File: src/hdl/mfh_pkg.sv
// ----------------------------------------------------------------------------
// mfh_pkg
// Shared constants, command codes and controller/datapath bundles for the
// Mertens function engine.
// ----------------------------------------------------------------------------
package mfh_pkg;

  localparam int MAX_ROOT  = 2048;
  localparam int ROOT_W    = $clog2(MAX_ROOT + 1);
  localparam int X_W       = 23;
  localparam int VAL_W     = 13;
  localparam int TOT_W     = 32;
  localparam int TAB_DEPTH = 2 * MAX_ROOT;
  localparam int ADDR_W    = $clog2(TAB_DEPTH);
  localparam int CNT_W     = ADDR_W + 1;
  localparam int BIT_W     = $clog2(ROOT_W);
  localparam int SQ_W      = 2 * ROOT_W;
  localparam int DCNT_W    = $clog2(X_W + 1);
  localparam int PROD_W    = X_W + 1 + VAL_W;

  localparam logic [SQ_W-1:0] LIMIT = SQ_W'(MAX_ROOT * MAX_ROOT);
  localparam logic signed [TOT_W-1:0] OUT_MAX = TOT_W'((1 << (VAL_W - 1)) - 1);
  localparam logic signed [TOT_W-1:0] OUT_MIN = -TOT_W'(1 << (VAL_W - 1));

  typedef enum logic [4:0] {
    OP_NONE,
    OP_LOAD,
    OP_SQRT,
    OP_DIV_XS,
    OP_SETUP,
    OP_EVSTART,
    OP_DIV_VK,
    OP_QCAP,
    OP_DIV_VQ,
    OP_NKCAP,
    OP_RD_SMALL,
    OP_DIV_XQ,
    OP_RD_LARGE,
    OP_MUL,
    OP_ACC,
    OP_WR_SMALL,
    OP_DIV_XV,
    OP_WR_LARGE,
    OP_VINC,
    OP_PHB,
    OP_IDEC,
    OP_DIV_XI,
    OP_BCAP,
    OP_FINISH
  } mfh_op_e;

  typedef struct packed {
    mfh_op_e op;
  } mfh_cmd_t;

  typedef struct packed {
    logic over;
    logic zero;
    logic sqrt_last;
    logic div_done;
    logic k_le_v;
    logic q_le_s;
    logic v_le_s;
    logic v_lt_s;
    logic phase_b;
    logic i_one;
    logic out_free;
  } mfh_stat_t;

endpackage

File: src/hdl/mfh_ctrl.sv
// ----------------------------------------------------------------------------
// mfh_ctrl
// Sequencer: square root, ascending walk over the distinct quotients and
// the block sum for each of them.
// ----------------------------------------------------------------------------
module mfh_ctrl (
  input  logic               clk_i,
  input  logic               rst_ni,
  input  logic               in_valid_i,
  output logic               in_ready_o,
  input  mfh_pkg::mfh_stat_t stat_i,
  output mfh_pkg::mfh_cmd_t  cmd_o
);
  import mfh_pkg::*;

  typedef enum logic [20:0] {
    ST_IDLE    = 21'h000001,
    ST_CHECK   = 21'h000002,
    ST_SQRT    = 21'h000004,
    ST_DUPDIV  = 21'h000008,
    ST_DUPWAIT = 21'h000010,
    ST_EVSTART = 21'h000020,
    ST_KCHK    = 21'h000040,
    ST_QDIV    = 21'h000080,
    ST_QWAIT   = 21'h000100,
    ST_NKDIV   = 21'h000200,
    ST_NKWAIT  = 21'h000400,
    ST_ADDR    = 21'h000800,
    ST_AWAIT   = 21'h001000,
    ST_MUL     = 21'h002000,
    ST_ACC     = 21'h004000,
    ST_WADDR   = 21'h008000,
    ST_WWAIT   = 21'h010000,
    ST_NEXTV   = 21'h020000,
    ST_BWAIT   = 21'h040000,
    ST_BCHK    = 21'h080000,
    ST_FINISH  = 21'h100000
  } mfh_state_e;

  mfh_state_e state_q, state_d;
  mfh_op_e    op;

  always_comb begin
    state_d = state_q;
    op      = OP_NONE;
    case (state_q)
      ST_IDLE: begin
        if (in_valid_i) begin
          op = OP_LOAD; state_d = ST_CHECK;
        end
      end
      ST_CHECK: begin
        if (stat_i.over || stat_i.zero) begin
          state_d = ST_FINISH;
        end else begin
          state_d = ST_SQRT;
        end
      end
      ST_SQRT: begin
        op = OP_SQRT;
        if (stat_i.sqrt_last) begin
          state_d = ST_DUPDIV;
        end
      end
      ST_DUPDIV: begin
        op = OP_DIV_XS; state_d = ST_DUPWAIT;
      end
      ST_DUPWAIT: begin
        if (stat_i.div_done) begin
          op = OP_SETUP; state_d = ST_EVSTART;
        end
      end
      ST_EVSTART: begin
        if (stat_i.phase_b && stat_i.v_le_s) begin
          // Quotients at or below the root were already evaluated in the small walk.
          state_d = ST_NEXTV;
        end else begin
          op = OP_EVSTART; state_d = ST_KCHK;
        end
      end
      ST_KCHK: state_d = stat_i.k_le_v ? ST_QDIV : ST_WADDR;
      ST_QDIV: begin
        op = OP_DIV_VK; state_d = ST_QWAIT;
      end
      ST_QWAIT: begin
        if (stat_i.div_done) begin
          op = OP_QCAP; state_d = ST_NKDIV;
        end
      end
      ST_NKDIV: begin
        op = OP_DIV_VQ; state_d = ST_NKWAIT;
      end
      ST_NKWAIT: begin
        if (stat_i.div_done) begin
          op = OP_NKCAP; state_d = ST_ADDR;
        end
      end
      ST_ADDR: begin
        if (stat_i.q_le_s) begin
          op = OP_RD_SMALL; state_d = ST_MUL;
        end else begin
          op = OP_DIV_XQ; state_d = ST_AWAIT;
        end
      end
      ST_AWAIT: begin
        if (stat_i.div_done) begin
          op = OP_RD_LARGE; state_d = ST_MUL;
        end
      end
      ST_MUL: begin
        op = OP_MUL; state_d = ST_ACC;
      end
      ST_ACC: begin
        op = OP_ACC; state_d = ST_KCHK;
      end
      ST_WADDR: begin
        if (stat_i.v_le_s) begin
          op = OP_WR_SMALL; state_d = ST_NEXTV;
        end else begin
          op = OP_DIV_XV; state_d = ST_WWAIT;
        end
      end
      ST_WWAIT: begin
        if (stat_i.div_done) begin
          op = OP_WR_LARGE; state_d = ST_NEXTV;
        end
      end
      ST_NEXTV: begin
        if (!stat_i.phase_b) begin
          if (stat_i.v_lt_s) begin
            op = OP_VINC; state_d = ST_EVSTART;
          end else begin
            // Small values are done; start the large ones at i = s.
            op = OP_PHB; state_d = ST_BWAIT;
          end
        end else if (stat_i.i_one) begin
          state_d = ST_FINISH;
        end else begin
          op = OP_IDEC; state_d = ST_BWAIT;
        end
      end
      ST_BWAIT: begin
        op = OP_DIV_XI; state_d = ST_BCHK;
      end
      ST_BCHK: begin
        if (stat_i.div_done) begin
          op = OP_BCAP; state_d = ST_EVSTART;
        end
      end
      ST_FINISH: begin
        if (stat_i.out_free) begin
          op = OP_FINISH; state_d = ST_IDLE;
        end
      end
      default: state_d = ST_IDLE;
    endcase
  end

  always_ff @(posedge clk_i or negedge rst_ni) begin
    if (!rst_ni) begin
      state_q <= ST_IDLE;
    end else begin
      state_q <= state_d;
    end
  end

  assign in_ready_o = (state_q == ST_IDLE);
  assign cmd_o.op   = op;

endmodule

File: config.mk
export PLATFORM = sky130hd
export DESIGN_NAME = mfh_ctrl
export DESIGN_NICKNAME = d
export VERILOG_FILES = /design/src/hdl/mfh_pkg.sv /design/src/hdl/mfh_ctrl.sv
export SDC_FILE = /design/constraint.sdc
export NUM_CORES = 1
export LEC_CHECK = 0
export ABC_AREA = 0
export BUFFER_PORTS_ARGS = -buffer_cell sky130_fd_sc_hd__buf_2
export CORE_MARGIN = 5
export CORE_UTILIZATION = 36
export CTS_CLUSTER_SIZE = 30
export DETAILED_ROUTE_END_ITERATION = 12
export GPL_TIMING_DRIVEN = 0
export REMOVE_ABC_BUFFERS = 1
export SYNTH_ARGS = -nofsm -noshare
export SYNTH_HDL_FRONTEND = slang
export SYNTH_SLANG_ARGS = --single-unit
File: constraint.sdc
create_clock -name clk_i -period 3.85 [get_ports clk_i]
set_clock_uncertainty 0.2 [all_clocks]
set_input_delay 0.77 -clock clk_i [delete_from_list [all_inputs] [get_ports clk_i]]
set_output_delay 0.77 -clock clk_i [all_outputs]
set_load 0.05 [all_outputs]
# Word-level counts from Yosys, hierarchy flattened
# Index checks and enable logic that the tools add are counted.
# Widths: inputs -> output; s select.
# classes
addsub,0
mul,0
div,0
magnitude_cmp,0
n_eq_ne,29
n_shift,0
mux,32
bitwise_logic,0
n_reduce_logical,4
# op_table
operator,count
$pmux 21 s20,1
$mux 21,11
$pmux 5 s19,1
$mux 18,2
$mux 5,6
$eq 21x1->1 const B,1
$eq 21x10->1 const B,1
$eq 21x11->1 const B,1
$eq 21x12->1 const B,1
$eq 21x13->1 const B,1
$eq 21x14->1 const B,1
$eq 21x15->1 const B,1
$eq 21x16->1 const B,1
$eq 21x17->1 const B,1
$eq 21x18->1 const B,1
$eq 21x19->1 const B,1
$eq 21x2->1 const B,1
$eq 21x20->1 const B,1
$eq 21x21->1 const B,1
$eq 21x3->1 const B,1
$eq 21x4->1 const B,1
$eq 21x5->1 const B,1
$eq 21x6->1 const B,1
$eq 21x7->1 const B,1
other kinds (14),25
# totals
reg_bits,21
latchBits,0
mem_bits_rw,0
rom_bits,0
elab_cells,66
mem_count,0

# Longest topological paths before layout
# Gate-level depths: netlist of run 1.
# depth
word_depth,4
mapped_depth,8
depth_no_buf,6

# Worst setup path after synthesis of run 1
# OpenSTA, ideal clock, no wires.
# synth_timing
kind,register to output
start,register state_q[5]
end,output cmd_o[1] (netlist bit)
t_arrival_ps,2626
required_ps,2880
slack_ps,254
stages_incl_launch_ff,5
cell_sequence,dfrtp_1 > or4_4 > nor3_4 > or4b_4 > o2111ai_1
# synth_lines
element,line_no,rtl
"start, declared",mfh_ctrl.sv:40,"mfh_state_e state_q, state_d;"
"start signal, assigned",mfh_ctrl.sv:163,state_q <= state_d;
"end, declared",mfh_ctrl.sv:12,output mfh_pkg::mfh_cmd_t cmd_o

==> results.md, run 1 <==
* Mapped cell area at 0.001584 sq mm
* Final setup violation count at 0
* Crit path time final at 3.756 ns
* Total Routing Usage GR at 14.36%
* Share of layout cells above drive strength 1 at 25.00%
* Die area at 0.005826 sq mm
* Hold WS at 0.2483 ns
* Worst endpoint data arrival time at 2.79 ns
* Worst-path cell chain: or4_4, nor3_4, or4b_4, nor3_2, or4_1, clkbuf_4
* Max rail drop VDD at 0.0002990 V
* YS warnings at 0
* GR Layer Usage met3 at 2.128%
* Vias at 1470
* CTS tree: yes
* DRC at 0
* Worst R2R Setup Slack at 0.94 ns
* Post-route non-filler standard cell count at 248
* Final period util at 97.57%
* GRT met2 Usage at 22.60%
* Final Core Density at 41.35%
* Global route hottest layer: met2
* First DRT Iteration DRCs at 108
* Main flop type after synthesis: dfrtp_1
* Initial antenna violation count at 0
* Vias/cell at 5.927
* Max clock buf depth at 2
* Number of synthesized flops with an enable pin at 0
* Most frequent cells in the layout: nor2_1 (20), dfrtp_1 (20), buf_2 (18)
* Post-synthesis instance total at 178
* Worst slew pin tran at 0.6834 ns
* Die height at 76.33 microns
* Vias in the first global route at 1375
* TritonRoute pass-1 iters at 4
* RSZ-0062 raised after global routing: false
* Crit-path slowest cell: or4_4
* Reg2reg end: state_q[8]$_DFFE_PN0P_
* Initial core utilization at 36.63%
* Tot Pwr at 0.7813 mW
* Max_cap viols at 0
* Worst skew pair latency at 0.27 ns
* Regs by FF count: state_q x21
* Mapped Avg Cell Area at 8.899 sq um
* Largest net degree at the start of global routing at 22
* Core region area at 0.004324 sq mm
* CTS H-tree lvls at 1
* WL final at 4280 microns
* Pwr dens at 437.0 mW/mm^2
* Synth top area share at 31.60%
* Port buffer count at 19
* TritonCTS Buffers at 3
* ANT cells at 0
* WL/cell at 17.26 microns
* DRT antenna net count at 0
* Overflow after GRT at 0
* Worst reg2reg startpoint: state_q[5]$_DFFE_PN0P_
* Leak at 0.8163 nW
* HPWL after DPL at 3288 microns
* Max Slew Vio Count at 0
* Number of flip-flops in the largest register at 21
* Final Wtd Congestion at 0.9669
* Fmax achieved at 266.2 MHz
* Reg2Reg Depth at 7
* Launch point of the worst path: state_q[5]$_DFFE_PN0P_
* Synthesis-to-layout area growth at 12.87%
* Clock Tree Root: clkbuf_8
* Largest reg by FF count: state_q
* Critical Path Max Stage Delay at 0.61 ns
* Io pins at 20
* Clock transition at path regs at 0.09 ns
* GRT met1 Usage at 20.53%
* #FFs+latches synth at 21
* Worst EP required at 2.88 ns
* Critical Path Sink Type: output pin
* Synth top area cells: dfrtp_1 (32%), nor2_1 (5.0%), nand2b_1 (3.2%)
* Crit-path max FO at 7
* Post-synth cell types at 61
* Net count, final at 211
* Clk sink count at 21
* Setup CP Type: flip-flop to output pin
* Worst min-delay path class: input pin to async pin
* First-pass GRT wire length at 6817 microns
* Slew headroom at 54.44%
* Number of core rows at 24
* Hold Fails Final Rpt at 0
* Register area share after synthesis at 33.25%
* Status: completed
* Placed Cells at 243
* Synth area leader: dfrtp_1
* Total Neg Setup Slack at 0 ns
* Worst Setup EP: cmd_o[4]
* Asr flop ratio synth at 100.0%
* Critical path launch point type: flip-flop
* Die extent in x at 76.33 microns
* Hold bufs inserted after CTS at 0
synth_stat cells (3+ instances only):
| cell type | instances |
|---|---|
| a21oi_1 | 7 |
| dfrtp_1 | 20 |
| or4b_2 | 3 |
| xor2_1 | 4 |
| nand3b_1 | 3 |
| inv_1 | 5 |
| nor2b_1 | 5 |
| nand3_1 | 7 |
| and3_1 | 4 |
| o21ai_0 | 7 |
| nor2_1 | 21 |
| nand4_1 | 3 |
| nand2b_1 | 8 |
| nor3_1 | 4 |
| nor4_1 | 5 |
| or4_1 | 3 |
| nand2_1 | 10 |
| or4_4 | 4 |
| a21o_1 | 3 |
through the flow:
stage / cell area [sq um] / setup WS [ns]
after floorplan: 1550 / 0.2541
after global placement: 1710 / 0.2427
after detailed placement: 1710 / 0.2492
after CTS: 1770 / 0.04139
after global routing: 1788 / 0.005010
final: 1788 / 0.09352
report_power, final:
part / internal [mW] / total [mW] / switching, mW
Combinational: 0.126 / 0.368 / 0.242
Clock: 0.0723 / 0.154 / 0.0815
Sequential: 0.240 / 0.259 / 0.0200
Total: 0.438 / 0.781 / 0.344
cell families (layout without fill, tap and decap cells):
logic type | count (synthesis) | in the layout | share of synthesized area [%]
flops | 21 | 21 | 33.25
xor+xnor | 5 | 5 | 2.764
buf+inv | 11 | 29 | 3.318
mux | 2 | 2 | 1.343
compound gates | 43 | 43 | 21.01
simple gates | 96 | 96 | 38.31
metal layers:
layer / vias to the layer above / share of wire [%]
li1: 724 / -
met1: 692 / 46
met2: 46 / 46
met3: 8 / 5.7
met4: 0 / 1.9
met5: - / 0
how the worst min path moves through the flow:
| stage | to | cells past startpoint | slack [ns] | from |
|---|---|---|---|---|
| CTS | state_q[3]$_DFFE_PN0P_ | 1 | 0.27 | rst_ni |
| global placement | state_q[7]$_DFFE_PN0P_ | 1 | 0.34 | state_q[5]$_DFFE_PN0P_ |
| floorplan | state_q[10]$_DFFE_PN0P_ | 0 | 0.27 | rst_ni |
| finish | state_q[3]$_DFFE_PN0P_ | 1 | 0.25 | rst_ni |
| global route | state_q[2]$_DFFE_PN0P_ | 1 | 0.29 | rst_ni |
| detailed placement | state_q[4]$_DFFE_PN0P_ | 1 | 0.35 | state_q[4]$_DFFE_PN0P_ |
critical path, delay by kind of cell (launching register included):
| family | cells | cell delay, ns |
|---|---|---|
| buffers and inverters | 1 | 0.23 |
| and+or+nand+nor | 5 | 1.84 |
| DFF | 1 | 0.45 |
area by class of cell:
type                    instances  area [sq um]
inverters                       5         18.77
repair buffers                 20         105.1
well taps                      52         65.06
fillers                       452          2536
flip-flops and latches         21         526.8
multi-input cells             146          1026
clock inverters                 1         5.005
clock buffers                   3         41.29
repair_timing:
action,4_1_cts,5_1_grt
pin swaps,0,2
setup buffers,0,1
resized for setup,2,3
setup endpoints to repair,2,4
No activity file was read; power rests on OpenSTA's default activity.
==> run 2: changes to the inputs <==
MAX_ROUTING_LAYER = met4   (was unset)
==> run 2 against run 1 <==
Compared with the run above:
- routed wire length grew 0.96%
- sequential share of layout area fell by 0.10 points
- critical path depth up 1
- largest cell class unchanged
- global-route usage increased by 0.77 points
- register-to-register slack gained 0.05 ns
- first-iteration DRC count decreased by 9.3%
- highest routed layer unchanged
- sequential cell count unchanged
- via count shrank 0.82%
- combinational power rose by 1%
==> results.md, run 2 (synthesized netlist as in run 1, its figures left out) <==
* HPWL after DPL at 3372 microns (was 3288 microns)
* Status: completed (unchanged)
* Worst skew pair latency at 0.26 ns (was 0.27 ns)
* Slew headroom at 55.02% (was 54.44%)
* Hold bufs inserted after CTS at 0 (unchanged)
* Die height at 76.33 microns (unchanged)
* Critical Path Sink Type: output pin (unchanged)
* CTS tree: yes (unchanged)
* Hold Fails Final Rpt at 0 (unchanged)
* Crit path time final at 3.707 ns (was 3.756 ns)
* Synthesis-to-layout area growth at 13.27% (was 12.87%)
* Clk sink count at 21 (unchanged)
* Die extent in x at 76.33 microns (unchanged)
* Max Slew Vio Count at 0 (unchanged)
* Leak at 0.8187 nW (was 0.8163 nW)
* Worst EP required at 2.88 ns (about the same)
* Total Routing Usage GR at 15.13% (was 14.36%)
* Initial antenna violation count at 0 (unchanged)
* Regs by FF count: state_q x21 (unchanged)
* Post-route non-filler standard cell count at 249 (was 248)
* Clock transition at path regs at 0.08 ns (was 0.09 ns)
* Vias in the first global route at 1387 (was 1375)
* TritonRoute pass-1 iters at 4 (unchanged)
* DRT antenna net count at 0 (unchanged)
* Total Neg Setup Slack at 0 ns (unchanged)
* Final period util at 96.29% (was 97.57%)
* Pre-CTS setup slack at 0.2609 ns (was 0.2492 ns)
* Final setup violation count at 0 (unchanged)
* Most frequent cells in the layout: nor2_1 (20), dfrtp_1 (20), buf_2 (18) (unchanged)
* Number of flip-flops in the largest register at 21 (unchanged)
* WL final at 4321 microns (was 4280 microns)
* Pwr dens at 435.1 mW/mm^2 (was 437.0 mW/mm^2)
* Overflow after GRT at 0 (unchanged)
* Largest net degree at the start of global routing at 22 (unchanged)
* Number of core rows at 24 (unchanged)
* Share of layout cells above drive strength 1 at 24.87% (was 25.00%)
* First-pass GRT wire length at 6886 microns (was 6817 microns)
* Critical Path Max Stage Delay at 0.61 ns (about the same)
* Max clock buf depth at 2 (unchanged)
* Net count, final at 212 (was 211)
* Largest reg by FF count: state_q (unchanged)
* Worst slew pin tran at 0.6748 ns (was 0.6834 ns)
* Die area at 0.005826 sq mm (unchanged)
* Vias/cell at 5.855 (was 5.927)
* Worst endpoint data arrival time at 2.74 ns (was 2.79 ns)
* Port buffer count at 19 (unchanged)
* Final Core Density at 41.49% (was 41.35%)
* Worst min-delay path class: input pin to async pin (unchanged)
* Crit-path slowest cell: or4_4 (unchanged)
* ANT cells at 0 (unchanged)
* Worst-path cell chain: or4_4, nor3_2, nand2_1, nor4_2, a221o_1, or4_1, buf_2 (was or4_4, nor3_4, or4b_4, nor3_2, or4_1, clkbuf_4)
* Io pins at 20 (unchanged)
* First DRT Iteration DRCs at 98 (was 108)
* Placed Cells at 243 (unchanged)
* Critical path launch point type: flip-flop (unchanged)
* # fillers at 465 (was 452)
* RSZ-0062 raised after global routing: false (unchanged)
* DRC at 0 (unchanged)
* TritonCTS Buffers at 3 (unchanged)
* Setup CP Type: flip-flop to output pin (unchanged)
* Max rail drop VDD at 0.0002876 V (was 0.0002990 V)
* WL/cell at 17.35 microns (was 17.26 microns)
* Fmax achieved at 269.7 MHz (was 266.2 MHz)
* Final Wtd Congestion at 0.9698 (was 0.9669)
* Final WS setup at 0.1428 ns (was 0.09352 ns)
* Initial core utilization at 36.63% (unchanged)
* Max_cap viols at 0 (unchanged)
* Core region area at 0.004324 sq mm (unchanged)
* Vias at 1458 (was 1470)
* Crit-path max FO at 11 (was 7)
* CTS H-tree lvls at 1 (unchanged)
* Clock Tree Root: clkbuf_8 (unchanged)
run 2: cell types whose count changed in the layout (fill, tap and decap cells not counted), sizes merged:
| cell | previous run | this run |
|---|---|---|
| clkinv | 1 | 0 |
| clkbuf | 4 | 5 |
| buf | 19 | 20 |
run 2: per-layer routing:
layer | global-route usage, % | wire length [microns]
met3 | 2.128 | 146
met5 | - | 0
met2 | 22.60 | 2034
met1 | 20.63 | 2046
met4 | 5.944 | 94
run 2: critical path: cells and delay by family, from the launching register on:
| kind | cells | cell delay (ns) |
|---|---|---|
| buf+inv | 1 | 0.26 |
| simple gates | 5 | 1.51 |
| flops | 1 | 0.51 |
| compound gates | 1 | 0.19 |
run 2: final cells by class:
class | count | area [sq um] | area share [%]
clock buffers | 4 | 45.04 | 2.510
inverters | 5 | 18.77 | 1.046
multi-input cells | 146 | 1026 | 57.18
flip-flops and latches | 21 | 526.8 | 29.36
well taps | 52 | 65.06 | 3.626
repair buffers | 21 | 112.6 | 6.276
run 2: path summary, 6_finish.rpt:
path | slack, ns | startpoint | depth (start not counted) | endpoint
max | 0.14 | state_q[8]$_DFFE_PN0P_ | 7 | cmd_o[0]
min | 0.26 | rst_ni | 1 | state_q[16]$_DFFE_PN0P_
max reg2reg | 0.99 | state_q[5]$_DFFE_PN0P_ | 7 | state_q[8]$_DFFE_PN0P_
min reg2reg | 0.36 | state_q[4]$_DFFE_PN0P_ | 1 | state_q[4]$_DFFE_PN0P_
max in group asynchronous | 2.85 | rst_ni | 1 | state_q[0]$_DFFE_PN1P_
min in group clk_i | 0.36 | state_q[4]$_DFFE_PN0P_ | 1 | state_q[4]$_DFFE_PN0P_
run 2: timing repair:
| item | CTS | global route |
|---|---|---|
| buffers inserted | 0 | 2 |
| pin swaps | 0 | 2 |
| gates resized for setup | 2 | 3 |
| setup endpoints to repair | 2 | 4 |
| endpoints found under the hold margin | 0 | 0 |
run 2: report_power, final:
part | internal, mW | switching [mW] | total (mW)
Sequential | 0.240 | 0.0205 | 0.260
Combinational | 0.132 | 0.241 | 0.372
Clock | 0.0739 | 0.0745 | 0.148
run 2: metrics by stage:
step	hold slack [ns]	cell area, sq um	total power, mW
2_1_floorplan	0.2744	1550	0.5206
3_3_place_gp	0.3416	1710	0.6168
3_5_place_dp	0.3495	1710	0.6136
4_1_cts	0.2749	1769	0.7687
5_1_grt	0.3017	1794	0.8292
6_report	0.2552	1794	0.7807
==> run 3: changes to the inputs <==
PLACE_DENSITY = 0.59   (was unset)
==> run 3 against run 2 <==
Compared with the run above:
- non-clock buffer count fell by 2
- fmax fell by 1.4%
- die area did not move
- clock power barely moved
- hold slack got worse by 0.00065 ns
- power fell by 0.61%
- clock-buffer cell count fell by 1
- final area fell by 0.63%
- setup slack got worse by 0.054 ns
- critical path type unchanged
- critical endpoint is now cmd_o[4]
==> results.md, run 3 (synthesized netlist as in run 1, its figures left out) <==
* # fillers at 458 (was 465)
* Critical Path Sink Type: output pin (unchanged)
* CTS tree: yes (unchanged)
* Final Wtd Congestion at 0.8992 (was 0.9698)
* Setup bufs post-CTS at 0 (unchanged)
* Number of core rows at 24 (unchanged)
* Net count, final at 210 (was 212)
* Total Neg Setup Slack at 0 ns (unchanged)
* Worst min-delay path class: input pin to async pin (unchanged)
* Core region area at 0.004324 sq mm (unchanged)
* Final setup violation count at 0 (unchanged)
* DRC at 0 (unchanged)
* First DRT Iteration DRCs at 155 (was 98)
* Vias/cell at 6.040 (was 5.855)
* Initial antenna violation count at 0 (unchanged)
* Register share of total power at 33.5% (was 33.3%)
* Overflow after GRT at 0 (unchanged)
* Most frequent cells in the layout: nor2_1 (20), buf_2 (19), dfrtp_1 (19) (was nor2_1 (20), dfrtp_1 (20), buf_2 (18))
* Max_cap viols at 0 (unchanged)
* Final period util at 97.69% (was 96.29%)
* Io pins at 20 (unchanged)
* TritonCTS Buffers at 3 (unchanged)
* Area of the multi-input gates at 0.001030 sq mm (was 0.001026 sq mm)
* Clock transition at path regs at 0.08 ns (about the same)
* Clock Tree Root: clkbuf_8 (unchanged)
* Reg area at 528.0 sq um (was 526.8 sq um)
* Total Routing Usage GR at 15.14% (was 15.13%)
* Initial core utilization at 36.63% (unchanged)
* Leak at 0.8096 nW (was 0.8187 nW)
* Crit-path slowest cell: or4_4 (unchanged)
* Worst skew pair latency at 0.26 ns (about the same)
* Hold bufs inserted after CTS at 0 (unchanged)
* Max rail drop VDD at 0.0003691 V (was 0.0002876 V)
* Port buffer count at 19 (unchanged)
* Die area at 0.005826 sq mm (unchanged)
* Synthesis-to-layout area growth at 12.56% (was 13.27%)
* Status: completed (unchanged)
* CTS H-tree lvls at 1 (unchanged)
* ANT cells at 0 (unchanged)
* Vias in the first global route at 1373 (was 1387)
* NetSw at 0.3444 mW (was 0.3357 mW)
* Worst EP required at 2.88 ns (about the same)
* RSZ-0062 raised after global routing: false (unchanged)
* Max Slew Vio Count at 0 (unchanged)
* Largest reg by FF count: state_q (unchanged)
* Clock Power Share at 19.3% (was 19.0%)
* Clk sink count at 21 (unchanged)
* Worst-path cell chain: or4_4, nor3_4, or4b_4, nor3_2, or4_1, buf_2 (was or4_4, nor3_2, nand2_1, nor4_2, a221o_1, or4_1, buf_2)
* First-pass GRT wire length at 7003 microns (was 6886 microns)
* Share of layout cells above drive strength 1 at 24.62% (was 24.87%)
* Number of flip-flops in the largest register at 21 (unchanged)
* Comb power frac at 47.2% (was 47.7%)
* WL final at 4317 microns (was 4321 microns)
* HPWL after DPL at 3317 microns (was 3372 microns)
* Critical Path Max Stage Delay at 0.56 ns (was 0.61 ns)
* Largest net degree at the start of global routing at 22 (unchanged)
* Slew headroom at 55.22% (was 55.02%)
* Crit-path max FO at 7 (was 11)
* TritonRoute pass-1 iters at 4 (unchanged)
* WL/cell at 17.48 microns (was 17.35 microns)
* Int Pwr at 0.4315 mW (was 0.4449 mW)
* Fmax achieved at 265.9 MHz (was 269.7 MHz)
* Pwr dens at 435.2 mW/mm^2 (was 435.1 mW/mm^2)
* Max clock buf depth at 2 (unchanged)
* Hold Fails Final Rpt at 0 (unchanged)
* Worst slew pin tran at 0.6717 ns (was 0.6748 ns)
* Die extent in x at 76.33 microns (unchanged)
* Die height at 76.33 microns (unchanged)
* Setup CP Type: flip-flop to output pin (unchanged)
* Crit path time final at 3.761 ns (was 3.707 ns)
* Worst endpoint data arrival time at 2.79 ns (was 2.74 ns)
* Switching Share at 44.39% (was 43.00%)
* DRT antenna net count at 0 (unchanged)
* Vias at 1492 (was 1458)
* Critical path launch point type: flip-flop (unchanged)
* Final Core Density at 41.23% (was 41.49%)
* Most common cell after layout, fill and taps aside: nor2_1
* Regs by FF count: state_q x21 (unchanged)
-- run 3: cell count changes in the layout (fill, tap and decap cells not counted), sizes merged --
cell    delta
buf        -1
clkbuf     -2
clkinv     +1
-- run 3: final timing paths --
kind	startpoint	to	slack [ns]	cells after the start
max reg2reg	state_q[20]$_DFFE_PN0P_	state_q[8]$_DFFE_PN0P_	1.05	6
min in group clk_i	state_q[5]$_DFFE_PN0P_	state_q[7]$_DFFE_PN0P_	0.36	1
min	rst_ni	state_q[1]$_DFFE_PN0P_	0.25	1
min reg2reg	state_q[5]$_DFFE_PN0P_	state_q[7]$_DFFE_PN0P_	0.36	1
max in group asynchronous	rst_ni	state_q[8]$_DFFE_PN0P_	2.84	1
max	state_q[2]$_DFFE_PN0P_	cmd_o[4]	0.09	6
-- run 3: metal layers --
| layer | up-vias | share of wire (%) | global-route usage, % |
|---|---|---|---|
| met5 | - | 0 | - |
| met4 | 0 | 1.4 | 4.196 |
| met1 | 709 | 46 | 21.48 |
| met2 | 56 | 47 | 21.92 |
| met3 | 7 | 5.7 | 2.955 |
| li1 | 720 | - | - |
-- run 3: power groups by stage --
| stage | clock, mW | sequential, mW | combinational (mW) |
|---|---|---|---|
| 5_1_grt | 0.165 | 0.264 | 0.397 |
| 3_5_place_dp | 0 | 0.264 | 0.351 |
| 4_1_cts | 0.155 | 0.260 | 0.354 |
| 6_report | 0.149 | 0.260 | 0.366 |
| 2_1_floorplan | 0 | 0.259 | 0.262 |
| 3_3_place_gp | 0 | 0.264 | 0.353 |
-- run 3: worst max-delay path, delay by kind of cell, from the launching register on --
kind	cells	cell delay [ns]
buffers and inverters	1	0.26
AND/OR/NAND/NOR	5	1.80
flip-flops	1	0.45
-- run 3: area by class of cell --
type                    count  share of cell area (%)
clock inverters             1                  0.2807
inverters                   5                   1.053
clock buffers               3                   2.316
multi-input cells         146                   57.75
well taps                  52                   3.649
repair buffers             19                   5.333
flip-flops and latches     21                   29.61
-- run 3: through the flow --
stage,area [sq um],hold WS [ns],instances,setup slack (ns),power [mW]
final,1783,0.2545,247,0.08890,0.7759
after global placement,1710,0.3309,243,0.2310,0.6172
after CTS,1763,0.2711,247,0.01302,0.7688
after detailed placement,1710,0.3447,243,0.2456,0.6148
after global routing,1783,0.3039,247,0.007849,0.8254
after floorplan,1550,0.2744,172,0.2541,0.5206
-- run 3: what timing repair did --
| action | 4_1_cts | 5_1_grt |
|---|---|---|
| gates resized for setup | 1 | 4 |
| setup endpoints to repair | 3 | 3 |
| pin swaps | 0 | 1 |
